File: src/gcb_queue.sv
// Four-entry word queue between the front end and the result sequencer.
// No package dependencies.
module gcb_queue #(
   parameter int W = 26
) (
   input  logic         clock,
   input  logic         reset,
   input  logic         push,
   input  logic [W-1:0] wdata,
   input  logic         pop,
   output logic [W-1:0] rdata,
   output logic         full,
   output logic         empty
);

   localparam int DEPTH = 4;
   localparam int AW    = $clog2(DEPTH);

   logic [W-1:0]  mem_ff [DEPTH];
   logic [AW-1:0] wp_ff, rp_ff;
   logic [AW:0]   cnt_ff;

   assign full  = (cnt_ff == (AW+1)'(DEPTH));
   assign empty = (cnt_ff == '0);
   assign rdata = mem_ff[rp_ff];

   always_ff @(posedge clock) begin
      if (push) begin
         mem_ff[wp_ff] <= wdata;
      end
      if (reset) begin
         wp_ff  <= '0;
         rp_ff  <= '0;
         cnt_ff <= '0;
      end else begin
         if (push) begin
            wp_ff <= wp_ff + 1'b1;
         end
         if (pop) begin
            rp_ff <= rp_ff + 1'b1;
         end
         cnt_ff <= cnt_ff + (AW+1)'(push) - (AW+1)'(pop);
      end
   end

endmodule

File: config.mk
export PLATFORM = sky130hd
export DESIGN_NAME = gcb_queue
export DESIGN_NICKNAME = d
export VERILOG_FILES = /design/src/gcb_queue.sv
export SDC_FILE = /design/constraint.sdc
export NUM_CORES = 1
export LEC_CHECK = 0
export ABC_CLOCK_PERIOD_IN_PS = 1480
export BUFFER_PORTS_ARGS = -buffer_cell sky130_fd_sc_hd__buf_2
export CAP_MARGIN = 20
export CORE_ASPECT_RATIO = 0.7
export CORE_UTILIZATION = 51
export DETAILED_ROUTE_END_ITERATION = 10
export GPL_TIMING_DRIVEN = 0
export HOLD_SLACK_MARGIN = 0.03
export PLACE_DENSITY = 0.75
export SKIP_CTS_REPAIR_TIMING = 1
export SLEW_MARGIN = 10
export SYNTH_ARGS = -nofsm -noshare
export SYNTH_HDL_FRONTEND = slang
export SYNTH_SLANG_ARGS = --single-unit
export TNS_END_PERCENT = 5
File: constraint.sdc
create_clock -name clock -period 1.48 [get_ports clock]
set_input_delay 0 -clock clock [delete_from_list [all_inputs] [get_ports clock]]
set_output_delay 0 -clock clock [all_outputs]
set_load 0.01 [all_outputs]
==> flow_summary.ini, run 1 <==
[status]
status = finished with violations
violations = negative setup slack

[floorplanning]
start_util_pct = 53.4
rows = 27
die_x_um = 111
dieHeight_um = 78.3
io_pins = 58
core_um2 = 7940
dieArea_um2 = 8680

[layout]
seqCellArea_um2 = 3310
num_antenna_cells = 0
drive_gt1_share_pct = 43.6
syn_to_final_growth_pct = 35.2
n_fill_cell = 481
multi_input_area_um2 = 841
layout.nets = 327

[detailed_routing]
wl_per_cell_um = 19.2
drt-pass1-iter-count = 4
antenna_left = 0
drc = 0
drtIter0Drc = 138
vias = 2112
via_per_inst = 5.23
totalWireLength_mm = 7.75

[synthesis]
ys_types = 22
synth_top_area_cell = edfxtp_1
synth_nets = 215
synth.most_common_cell = edfxtp_1
ys.flop_type = edfxtp_1
synth.avg_cell_area_um2 = 23.8
syn_inst = 178
synth-seq-cells = 113
synth_common_cells = edfxtp_1 (104), mux4_2 (20), dfxtp_1 (9)
synthArstFlopShare_pct = 0
synth_top_area_share_pct = 73.7
synth_edf_count = 104
seq_area_frac_synth_pct = 78.0
ys_warn_count = 0
yosys-top-cells-area = edfxtp_1 (74%), mux4_2 (11%), dfxtp_1 (4.3%), mux4_1 (3.7%), ha_1 (1.8%)
netlist_area_um2 = 4240

[clock_network]
cts_buffer_depth = 2
cts_max_level = 4
clockRootBuffer = clkbuf_16
numCtsBuffers = 17
cts_tree = done
worstSkewPairLatency_ps = 410
clk_pin_slew_ps = 50
cts.sinks = 113

[grt]
antenna_found_initial = 0
grt_max_degree = 27
grt_pass1_vias = 2099
grt_pass1_wl_mm = 10.9
grt.total_usage_pct = 18.3
grt-ovfl-total = 0

[sta]
slew_headroom_pct = 72.1
slew_viol_final = 0
worst_pin_slew_ps = 419
post-route-period-util_pct = 117
max_freq_mhz = 578
setup_ws_ps = -249
final.min_clock_period_ps = 1730
rsz0062_at_grt = yes
skew_ps = 6.73
hold_viol_final = 0
setup_viol = 28
fin_setup_tns_ps = -5660

[setup_path]
crit_fanout = 5
crit_path_start_kind = flip-flop
crit_type = reg2out
cp-end-kind = output pin
cp_data_arrival_time_ps = 1730
required_ps = 1480

[power_and_ir_drop]
leakage_uw = 0.00207
power_density_nw_per_um2 = 1540
peakVddDrop_uv = 1250
finalPower_uw = 8830

[placed_design]
io_buffer_count = 57
gp_congestion = 0.673
dp_hpwl_mm = 4.11

[min_path]
min-delay-path-class = in2reg

[flow_run]
cap_violations = 0
[registers in the layout, summed over array words and instances, names as in the netlist, named ones only]
name    cells
wp_ff       2
mem_ff    104
cnt_ff      3
rp_ff       2
[per-layer routing]
| layer | vias up | GRT usage [%] | share of wire (%) |
|---|---|---|---|
| li1 | 962 | - | - |
| met1 | 1070 | 22.4 | 44 |
| met3 | 7 | 10.5 | 6.9 |
| met4 | 0 | 7.60 | 0.66 |
| met2 | 73 | 26.8 | 48 |
| met5 | - | 0 | 0 |
[per-stage QoR]
step	hold slack, ps	area [µm²]	utilization (%)	instances	worst slack, ps
floorplan	71.6	4240	-	178	-102
global placement	215	4650	58.6	336	-524
detailed placement	218	4650	58.6	336	-110
CTS	-216	5250	66.2	368	-354
global route	249	5730	72.2	404	-308
finish	230	5730	72.2	404	-249
[area by class of cell]
class | count | area share (%)
Multi-Input combinational cell | 53 | 14.7
Sequential cell | 113 | 57.7
Tap cell | 101 | 2.21
Timing Repair Buffer | 93 | 13.2
Buffer | 6 | 1.31
Clock inverter | 13 | 2.93
Inverter | 6 | 0.393
Clock buffer | 19 | 7.56
[kinds of logic after synthesis]
family,Yosys count,share of synthesized area [%]
multiplexers,27,14.6
AO/OA/AOI/OAI,2,0.354
AND/OR/NAND/NOR,14,1.77
adder cells (fa/ha/maj),7,2.24
flip-flops,113,78.0
XOR/XNOR,3,0.975
buffers and inverters,12,2.10
[report_power, final]
part | switching (µW) | internal, µW | total, µW
combinational | 425 | 550 | 975
sequential | 61.7 | 3680 | 3740
clock | 1330 | 2780 | 4110
total | 1820 | 7010 | 8830
[worst max-delay path, cell delays in order (launching register included)]
cell	delay [ps]
dfxtp_4	370
clkbuf_16	150
clkbuf_16	150
mux4_2	520
buf_6	140
[layout by cell type (no fill, tap or decap), types with 2 or more instances in the layout]
master and instances:
clkinvlp_4 2, and2_4 4, buf_4 6, nor2b_1 2, buf_12 2, clkbuf_1 2
inv_1 6, xnor2_1 2, buf_2 46, edfxtp_1 104, dlygate4sd3_1 29, bufinv_16 4
clkinv_2 5, mux4_2 25, dfxtp_1 7, ha_1 5, buf_6 12, nor2_1 5
clkinv_1 2, clkbuf_16 20
[worst paths after layout]
check / from / to / slack [ps] / cells after the start
hold reg to reg: rp_ff[1] / rp_ff[1] / 540 / 2
setup reg to reg: cnt_ff[0] / cnt_ff[1] / -60 / 6
setup / recovery: flip-flop / rdata[21] / -250 / 4
hold / removal: pop / cnt_ff[0] / 230 / 5
Power figures use the tool's default switching activity.
==> inputs of run 2 (changes only) <==
--- a/config.mk
+++ b/config.mk
@@ -5,15 +5,16 @@
 export SDC_FILE = /design/constraint.sdc
 export NUM_CORES = 1
 export LEC_CHECK = 0
+export ABC_AREA = 1
 export ABC_CLOCK_PERIOD_IN_PS = 1480
 export BUFFER_PORTS_ARGS = -buffer_cell sky130_fd_sc_hd__buf_2
 export CAP_MARGIN = 20
 export CORE_ASPECT_RATIO = 0.7
-export CORE_UTILIZATION = 51
+export CORE_UTILIZATION = 35
 export DETAILED_ROUTE_END_ITERATION = 10
 export GPL_TIMING_DRIVEN = 0
 export HOLD_SLACK_MARGIN = 0.03
-export PLACE_DENSITY = 0.75
+export PLACE_DENSITY = 0.52
 export SKIP_CTS_REPAIR_TIMING = 1
 export SLEW_MARGIN = 10
 export SYNTH_ARGS = -nofsm -noshare
==> flow_summary.ini, run 2 <==
[status]
status = finished with violations
violations = negative setup slack

[detailed_routing]
totalWireLength_mm = 10.3
drtIter0Drc = 153
wl_per_cell_um = 15.9
drt-pass1-iter-count = 4
antenna_left = 0
via_per_inst = 4.51
vias = 2925
drc = 0

[synthesis]
synth_edf_count = 104
netlist_area_um2 = 4680
synth_common_cells = edfxtp_1 (104), inv_1 (68), nand2_1 (60), a21oi_1 (32), o211ai_2 (26)
synthArstFlopShare_pct = 0
yosys-top-cells-area = edfxtp_1 (67%), o211ai_2 (7.0%), inv_1 (5.5%), nand2_1 (4.8%), dfxtp_1 (3.9%)
synth.most_common_cell = edfxtp_1
ys_types = 16
synth_top_area_cell = edfxtp_1
ys_warn_count = 0
synth_nets = 397
synth.avg_cell_area_um2 = 13.0
syn_inst = 360
synth-seq-cells = 113
seq_area_frac_synth_pct = 70.6
synth_top_area_share_pct = 66.8
ys.flop_type = edfxtp_1

[floorplanning]
start_util_pct = 36.8
rows = 34
die_x_um = 140
core_um2 = 12700
dieArea_um2 = 13800
dieHeight_um = 98.7
io_pins = 58

[min_path]
min-delay-path-class = in2reg
hold_depth = 6

[setup_path]
cp_common_cell = buf_6
required_ps = 1480
crit_cells = 6
crit_fanout = 10
cp-end-kind = output pin
crit_chain = buf_6 > buf_6 > buf_6 > o211ai_2 > nand2_1 > buf_2
path_buf_inv = 4
crit_type = reg2out
cp_slowest_cell = dfxtp_1
cp_data_arrival_time_ps = 1580
reg2regPathDepth = 7
slowest_delay_ps = 310
cpLargestDelayFamily = buffers and inverters
crit_path_start_kind = flip-flop

[placed_design]
dpl_cell_area_um2 = 5250
place_inst = 582
gp_congestion = 0.722
dp_hpwl_mm = 6.15
io_buffer_count = 57

[grt]
grt-ovfl-total = 0
grt_pass1_vias = 2778
grt_max_degree = 27
grt_pass1_wl_mm = 15.3
grt.total_usage_pct = 15.6
antenna_found_initial = 0

[power_and_ir_drop]
peakVddDrop_uv = 941
leakage_uw = 0.00251
power_density_nw_per_um2 = 1430
finalPower_uw = 9080

[sta]
setup_viol = 27
slew_viol_final = 0
final.min_clock_period_ps = 1580
slew_headroom_pct = 78.9
hold_viol_final = 0
post-route-period-util_pct = 107
max_freq_mhz = 634
fin_setup_tns_ps = -1150
skew_ps = 7.87
worst_pin_slew_ps = 315
setup_ws_ps = -97.1
rsz0062_at_grt = yes
holdWs_ps = 203

[clock_network]
cts.sinks = 113
cts_max_level = 4
worstSkewPairLatency_ps = 400
numCtsBuffers = 17
clk_pin_slew_ps = 60
cts_tree = done
cts_buffer_depth = 2
clockRootBuffer = clkbuf_16

[layout]
layout.nets = 511
num_antenna_cells = 0
syn_to_final_growth_pct = 35.6
largest_reg_flops = 104
final_common_cell = edfxtp_1
stdcell_count = 649
largest-register = mem_ff
layout_common_cells = edfxtp_1 (104), inv_1 (62), buf_2 (60)
largest_registers = mem_ff: 104 flops, cnt_ff: 3 flops
stdcell_area_um2 = 6340
drive_gt1_share_pct = 32.2

[flow_run]
cap_violations = 0
==> run 2: cell count changes in the layout (fill, tap and decap cells not counted), sizes merged, moves of 26 or more <==
cell,delta
o21ai,+30
a21oi,+31
mux4,-26
o211ai,+26
inv,+58
nand2,+60
==> run 2: kinds of logic (layout without fill, tap and decap cells) <==
family	count (synthesis)	after routing	synth area share, %
buffers and inverters	86	213	8.42
adder cells (fa/ha/maj)	7	7	2.03
AO/OA/AOI/OAI	88	88	13.6
flip-flops	113	113	70.6
AND/OR/NAND/NOR	66	66	5.35
==> run 2: area by class of cell <==
cell class / instances / area, µm²
inverters: 68 / 270
fillers: 1106 / 6380
repair inverters: 1 / 7.51
multi-input cells: 161 / 1020
repair buffers: 94 / 738
plain buffers: 18 / 159
clock inverters: 11 / 185
well taps: 162 / 203
flip-flops and latches: 113 / 3310
clock buffers: 21 / 450
==> run 2: path summary, 6_finish.rpt <==
check	end	from	slack, ps
worst max register to register	cnt_ff[1]	cnt_ff[0]	-50
worst min-delay path	cnt_ff[0]	pop	200
worst min register to register	rp_ff[1]	rp_ff[1]	520
worst max-delay path	rdata[10]	flip-flop	-100
==> run 2: routing by layer <==
layer  share of wire (%)  up-vias  track usage (%)
met5                   0        -                0
met4                0.69        0             5.33
met3                 5.2        7             5.20
met2                  46       83             23.5
met1                  48     1368             21.0
li1                    -     1467                -
==> run 2: worst min-delay path, cell delays in order <==
cell    delay, ps
buf_2         100
ha_1          130
inv_1          40
ha_2          240
inv_1          40
nor2_1         30
==> run 2: metrics by stage <==
| step | setup WS, ps | util [%] |
|---|---|---|
| 2_1_floorplan | -8.38 | - |
| 3_3_place_gp | -470 | 40.6 |
| 3_5_place_dp | -379 | 41.3 |
| 4_1_cts | -391 | 46.3 |
| 5_1_grt | -177 | 49.9 |
| 6_report | -97.1 | 49.9 |
==> run 2: power breakdown <==
group	internal, µW	switching [µW]	total (µW)
registers	3660	53.4	3710
logic	407	576	984
clock network	3020	1370	4380
