$ cat src/gcb_pkg.sv
// Shared types and constants for the grid cell binning block.
// No dependencies.
package gcb_pkg;

   localparam int CSR_IDX_W = 3;
   localparam logic [CSR_IDX_W-1:0] CSR_MIN_X       = 3'd0;
   localparam logic [CSR_IDX_W-1:0] CSR_MIN_Y       = 3'd1;
   localparam logic [CSR_IDX_W-1:0] CSR_MIN_Z       = 3'd2;
   localparam logic [CSR_IDX_W-1:0] CSR_CELL_EXTENT = 3'd3;
   localparam logic [CSR_IDX_W-1:0] CSR_CELLS_X     = 3'd4;
   localparam logic [CSR_IDX_W-1:0] CSR_CELLS_Y     = 3'd5;
   localparam logic [CSR_IDX_W-1:0] CSR_CELLS_Z     = 3'd6;

   localparam int CNT_W  = 9;
   localparam int EXT_W  = 31;
   localparam int IDX_W  = 24;
   localparam int SLOT_W = 5;

   localparam logic [SLOT_W-1:0] LAST_SLOT = 5'd26;

   localparam logic OP_BIN       = 1'b0;
   localparam logic OP_NEIGHBORS = 1'b1;

   typedef struct packed {
      logic signed [31:0] min_x;
      logic signed [31:0] min_y;
      logic signed [31:0] min_z;
      logic [EXT_W-1:0]   extent;
      logic [CNT_W-1:0]   nx;
      logic [CNT_W-1:0]   ny;
      logic [CNT_W-1:0]   nz;
   } grid_cfg_type;

endpackage

$ cat src/gcb_back.sv
// Result sequencer: one result per cycle, 27 neighbor offsets or one bin result.
// Depends on gcb_pkg.
module gcb_back import gcb_pkg::*; #(
   parameter int QW = 8
) (
   input  logic              clock,
   input  logic              reset,
   input  grid_cfg_type      cfg,
   input  logic              q_empty,
   input  logic [3*QW+1:0]   q_rdata,
   output logic              q_pop,
   output logic              rsp_valid,
   output logic [IDX_W-1:0]  rsp_cell_index,
   output logic              rsp_cell_valid,
   output logic [SLOT_W-1:0] rsp_neighbor_slot,
   output logic              rsp_last
);

   localparam int TW  = QW + CNT_W + 1;
   localparam int PW0 = TW + CNT_W + 1;
   localparam int PW  = (PW0 > IDX_W) ? PW0 : IDX_W;

   logic                cur_vld_ff;
   logic [3*QW+1:0]     cur_ff;
   logic [1:0]          ci_ff, cj_ff, ck_ff;
   logic [SLOT_W-1:0]   slot_ff;

   logic [QW-1:0]       cx, cy, cz;
   logic                cur_ok, is_bin, done;

   logic                v1_ff, ok1_ff, last1_ff;
   logic [QW-1:0]       ax1_ff, ay1_ff, az1_ff;
   logic [SLOT_W-1:0]   slot1_ff;

   logic                v2_ff, ok2_ff, last2_ff;
   logic [QW-1:0]       ax2_ff;
   logic [TW-1:0]       t2_ff;
   logic [SLOT_W-1:0]   slot2_ff;

   logic                e_ok;
   logic [QW-1:0]       e_ax, e_ay, e_az;
   logic [PW-1:0]       idx;

   assign cx     = cur_ff[QW-1:0];
   assign cy     = cur_ff[2*QW-1:QW];
   assign cz     = cur_ff[3*QW-1:2*QW];
   assign cur_ok = cur_ff[3*QW];
   assign is_bin = (cur_ff[3*QW+1] == OP_BIN);
   assign done   = cur_vld_ff && (is_bin || slot_ff == LAST_SLOT);
   assign q_pop  = (!cur_vld_ff || done) && !q_empty;

   // offset code 0..2 stands for -1..+1; bin uses the center
   always_comb begin
      logic [QW:0] sx, sy, sz;
      logic        inx, iny, inz;
      sx = {1'b0, cx} + (QW+1)'(is_bin ? 2'd1 : ci_ff);
      sy = {1'b0, cy} + (QW+1)'(is_bin ? 2'd1 : cj_ff);
      sz = {1'b0, cz} + (QW+1)'(is_bin ? 2'd1 : ck_ff);
      inx = (sx != '0) && ({{CNT_W{1'b0}}, sx} <= {{(QW+1){1'b0}}, cfg.nx});
      iny = (sy != '0) && ({{CNT_W{1'b0}}, sy} <= {{(QW+1){1'b0}}, cfg.ny});
      inz = (sz != '0) && ({{CNT_W{1'b0}}, sz} <= {{(QW+1){1'b0}}, cfg.nz});
      e_ok = cur_ok && inx && iny && inz;
      e_ax = QW'(sx - 1'b1);
      e_ay = QW'(sy - 1'b1);
      e_az = QW'(sz - 1'b1);
   end

   always_ff @(posedge clock) begin
      if (reset) begin
         cur_vld_ff <= 1'b0;
      end else if (q_pop) begin
         cur_vld_ff <= 1'b1;
         cur_ff     <= q_rdata;
         ci_ff      <= '0;
         cj_ff      <= '0;
         ck_ff      <= '0;
         slot_ff    <= '0;
      end else if (done) begin
         cur_vld_ff <= 1'b0;
      end else if (cur_vld_ff) begin
         slot_ff <= slot_ff + 1'b1;
         if (ci_ff == 2'd2) begin
            ci_ff <= '0;
            if (cj_ff == 2'd2) begin
               cj_ff <= '0;
               ck_ff <= ck_ff + 1'b1;
            end else begin
               cj_ff <= cj_ff + 1'b1;
            end
         end else begin
            ci_ff <= ci_ff + 1'b1;
         end
      end
   end

   assign idx = PW'(t2_ff) * PW'(cfg.nx) + PW'(ax2_ff);

   always_ff @(posedge clock) begin
      ok1_ff   <= e_ok;
      ax1_ff   <= e_ax;
      ay1_ff   <= e_ay;
      az1_ff   <= e_az;
      slot1_ff <= is_bin ? '0 : slot_ff;
      last1_ff <= done;

      ok2_ff   <= ok1_ff;
      ax2_ff   <= ax1_ff;
      t2_ff    <= TW'(az1_ff) * TW'(cfg.ny) + TW'(ay1_ff);
      slot2_ff <= slot1_ff;
      last2_ff <= last1_ff;

      rsp_cell_index    <= ok2_ff ? idx[IDX_W-1:0] : '0;
      rsp_cell_valid    <= ok2_ff;
      rsp_neighbor_slot <= slot2_ff;
      rsp_last          <= last2_ff;

      if (reset) begin
         v1_ff     <= 1'b0;
         v2_ff     <= 1'b0;
         rsp_valid <= 1'b0;
      end else begin
         v1_ff     <= cur_vld_ff;
         v2_ff     <= v1_ff;
         rsp_valid <= v2_ff;
      end
   end

endmodule

$ cat config.mk
export PLATFORM = sky130hd
export DESIGN_NAME = gcb_back
export DESIGN_NICKNAME = d
export VERILOG_FILES = /design/src/gcb_pkg.sv /design/src/gcb_back.sv
export SDC_FILE = /design/constraint.sdc
export NUM_CORES = 1
export LEC_CHECK = 0
export BUFFER_PORTS_ARGS = -buffer_cell sky130_fd_sc_hd__buf_4
export CAP_MARGIN = 20
export CORE_AREA = 2 2 174 176
export DETAILED_ROUTE_END_ITERATION = 10
export DIE_AREA = 0 0 176 178
export GPL_TIMING_DRIVEN = 0
export PLACE_DENSITY_LB_ADDON = 0.1
export SYNTH_ARGS = -nofsm -noshare
export SYNTH_HDL_FRONTEND = slang
export SYNTH_SLANG_ARGS = --single-unit
export TNS_END_PERCENT = 30
$ cat constraint.sdc
create_clock -name clock -period 9.1 [get_ports clock]
set_input_delay 0.91 -clock clock [delete_from_list [all_inputs] [get_ports clock]]
set_output_delay 0.91 -clock clock [all_outputs]
set_load 0.1 [all_outputs]
==> results.md <==
* CTS clk-pin slew, worst paths at 0.06 ns
* Count of antenna-violating nets left after detailed routing at 0
* Fraction of the cycle the final worst path needs at 65.0%
* Clk sink count at 136
* Final number of setup-violating endpoints at 0
* Number of buffers created by CTS at 17
* Height of the die at 178 um
* Top cells by instance count after synthesis: 245 x sky130_fd_sc_hd__inv_1, 174 x sky130_fd_sc_hd__nand2_1, 168 x sky130_fd_sc_hd__fa_1, 143 x sky130_fd_sc_hd__ha_1, 111 x sky130_fd_sc_hd__and2_1
* Fraction of synthesis flops using an asynchronous set or reset pin at 0%
* Synth Net Count at 1873
* Die boundary width at 176 um
* Global-route wire length before repair at 46.4 mm
* Top achievable clock speed at 169 MHz
* Most used standard cell by instance count after synthesis: sky130_fd_sc_hd__inv_1
* Post-synth EDFFs at 37
* Slew at the pin closest to its max-slew limit at 0.809 ns
* Launching element type of the critical path: primary input
* Layout Nets at 1971
* Number of buffers on the longest clock path at 2
* Remaining global-route overflow at 0
* TritonCTS clock tree: built
* Cells on worst reg2reg path at 14
* Post-Synthesis Cell Area at 13000 sq um
* Initial Utilization at 44.3%
* Post-detailed-routing wire length at 27.5 mm
* Time the worst path needs with I/O delays and setup at 5.91 ns
* Fin. Hold Viols at 0
* Share of layout cells above drive strength 1 at 8.46%
* DRC errors left at 0
* Clock root buffer: sky130_fd_sc_hd__clkbuf_16
* Dominant cell type by area after synthesis: sky130_fd_sc_hd__fa_1
* CP max stage delay at 0.56 ns
* Count of TritonRoute iterations in the first routing pass at 9
* Mean instance size in the synthesized netlist at 9.46 sq um
* Number of violations reported at the end of detailed-routing iteration 0 at 359
* Crit path max-delay cell type: sky130_fd_sc_hd__fa_1
* Sequential element share of the synthesized area at 23.7%
* Area of the die at 31300 sq um
* Crit-path max FO at 10
* Number of instances in the synthesized netlist at 1379
* Post-route non-filler standard cell count at 1880
* Worst setup path category: in2reg
* Setup repair after global routing missed its margin: false
* Global-route usage over all layers at 18.9%
* Status: finished, final reports clean
* Count of antenna diodes in the layout at 0
* Hold Path Class: reg2reg
* Yosys top cell area share at 25.8%
* Vias in the first global route at 9469
* Number of library cell types mapped by synthesis at 60
* Worst slew slack as a fraction of its limit at 46.0%
* Average routed wire per standard cell at 14.6 um
* Core occupancy in the finished layout at 50.0%
* Dominant cells by area after synthesis: sky130_fd_sc_hd__fa_1 26%, sky130_fd_sc_hd__dfxtp_1 15%, sky130_fd_sc_hd__ha_1 14%
* Clock latency at the later pin of the worst-skew pair at 0.43 ns
* Port Buf Inserts at 78
* Max Clock Skew at 0.0136 ns
* Critical path arrival at 6.24 ns
* Type of destination of the critical path: flip-flop
* Hold buffers post-CTS at 0
* Max-cap violation count at 0
* Post-cts repair resize count at 0
* Post-CTS setup buffer count at 0
* Placeable core region at 29400 sq um
* Dominant cell type by count on the critical path: sky130_fd_sc_hd__fa_1
* Instance count after placement with tap cells included at 1848
* Min-Delay Path Depth at 0
* Initial antenna violation count at 0
* Growth of design area from synthesis to finish at 12.7%
* Count of warnings emitted by yosys at 0
* Via Count at 9155
* HPWL reported at the end of detailed placement at 22.6 mm
* Number of levels in the clock H-tree at 4
* Last weighted congestion value of the routability-driven placer at 0.828
* # rows at 63
* Ports placed on the boundary at 216
* Number of synthesized register bits at 136
* Setup TNS at 0 ns
* Count of pins over their slew limit at 0
* Worst path required time at 9.43 ns
* Drt via density at 4.87
* Layout filler cell count at 2793
* Ordered cell list for the critical path: clkbuf_1 -> buf_1 -> nand2_1 -> fa_1 -> inv_1 -> fa_1 -> fa_1 -> fa_1 -> ha_1 -> ha_1 -> a21oi_1 -> o21ai_1 -> o31ai_1 -> nand2b_1 -> or3_1 -> o311ai_1
* Largest net degree at the start of global routing at 17
* Predominant post-synthesis flop cell: sky130_fd_sc_hd__dfxtp_1
## kinds of logic (layout without fill, tap and decap cells)
kind of cell / after synthesis / in the layout / synth area share [%]
XOR/XNOR: 68 / 68 / 4.63
AO/OA/AOI/OAI: 126 / 126 / 6.72
AND/OR/NAND/NOR: 443 / 443 / 16.5
flip-flops: 136 / 136 / 23.7
adder cells (fa/ha/maj): 311 / 311 / 39.5
multiplexers: 8 / 8 / 0.624
buffers and inverters: 287 / 398 / 8.28
## stage by stage
stage,cell area (sq um),setup slack [ns],hold WS (ns)
after global routing,14700,2.86,0.330
after CTS,14700,3.20,0.316
after floorplan,13000,3.70,0.310
final,14700,3.19,0.322
after detailed placement,14100,2.76,0.313
after global placement,14100,2.74,0.311
## per-layer routing
metal	vias up	wire, um	global-route usage [%]
met5	-	0	0
met4	0	659	5.79
met3	41	850	3.03
met2	155	13600	33.5
met1	4415	12500	23.8
li1	4544	-	-
## cell usage in the layout, fill, tap and decap left out, types with 13 or more instances in the layout
cell / netlist / routed
sky130_fd_sc_hd__inv_1: 245 / 245
sky130_fd_sc_hd__nor2_1: 60 / 60
sky130_fd_sc_hd__nand3_1: 24 / 24
sky130_fd_sc_hd__xor2_1: 31 / 31
sky130_fd_sc_hd__and2_1: 111 / 111
sky130_fd_sc_hd__clkbuf_1: 38 / 38
sky130_fd_sc_hd__o21ai_0: 13 / 13
sky130_fd_sc_hd__fa_1: 168 / 168
sky130_fd_sc_hd__o21a_1: 14 / 14
sky130_fd_sc_hd__edfxtp_1: 37 / 37
sky130_fd_sc_hd__clkbuf_16: 0 / 17
sky130_fd_sc_hd__xnor2_1: 36 / 36
sky130_fd_sc_hd__dfxtp_1: 99 / 99
sky130_fd_sc_hd__a21oi_1: 31 / 31
sky130_fd_sc_hd__ha_1: 143 / 143
sky130_fd_sc_hd__nor3_1: 23 / 23
sky130_fd_sc_hd__buf_4: 0 / 78
sky130_fd_sc_hd__a21o_1: 17 / 17
sky130_fd_sc_hd__nand2_1: 174 / 174
## worst max-delay path, delay by kind of cell
family,cells,cell delay [ns]
adders and majority gates,6,2.71
buffers and inverters,3,1.07
AOI/OAI and AO/OA,4,0.81
and+or+nand+nor,3,0.73
## cell type report
| cell class | instances | area (sq um) | area share, % |
|---|---|---|---|
| clock inverters | 14 | 131 | 0.894 |
| plain buffers | 42 | 160 | 1.09 |
| inverters | 245 | 920 | 6.26 |
| repair buffers | 79 | 601 | 4.09 |
| clock buffers | 18 | 439 | 2.99 |
| flip-flops and latches | 136 | 3090 | 21.0 |
| well taps | 390 | 488 | 3.32 |
| multi-input cells | 956 | 8870 | 60.3 |
## final timing paths
check / endpoint / slack (ns) / startpoint
hold / removal: ax2_ff[4] / 0.32 / ax1_ff[4]
setup reg to reg: rsp_cell_index[21] / 4.04 / t2_ff[7]
setup / recovery: rsp_cell_index[21] / 3.19 / cfg[20]
hold reg to reg: ax2_ff[4] / 0.32 / ax1_ff[4]
## state kept, by name (all words and copies together), names as in the netlist, 5 cells and up
register and count:
ax2_ff 8, ay1_ff 8, slot1_ff 5, cur_ff 26
slot2_ff 5, rsp_neighbor_slot 5, rsp_cell_index 24, t2_ff 18
ax1_ff 8, slot_ff 5, az1_ff 8
Power is left out: the tool's default activity adds up to more than one toggle a clock period on the data nets, which glitch-free logic cannot reach.
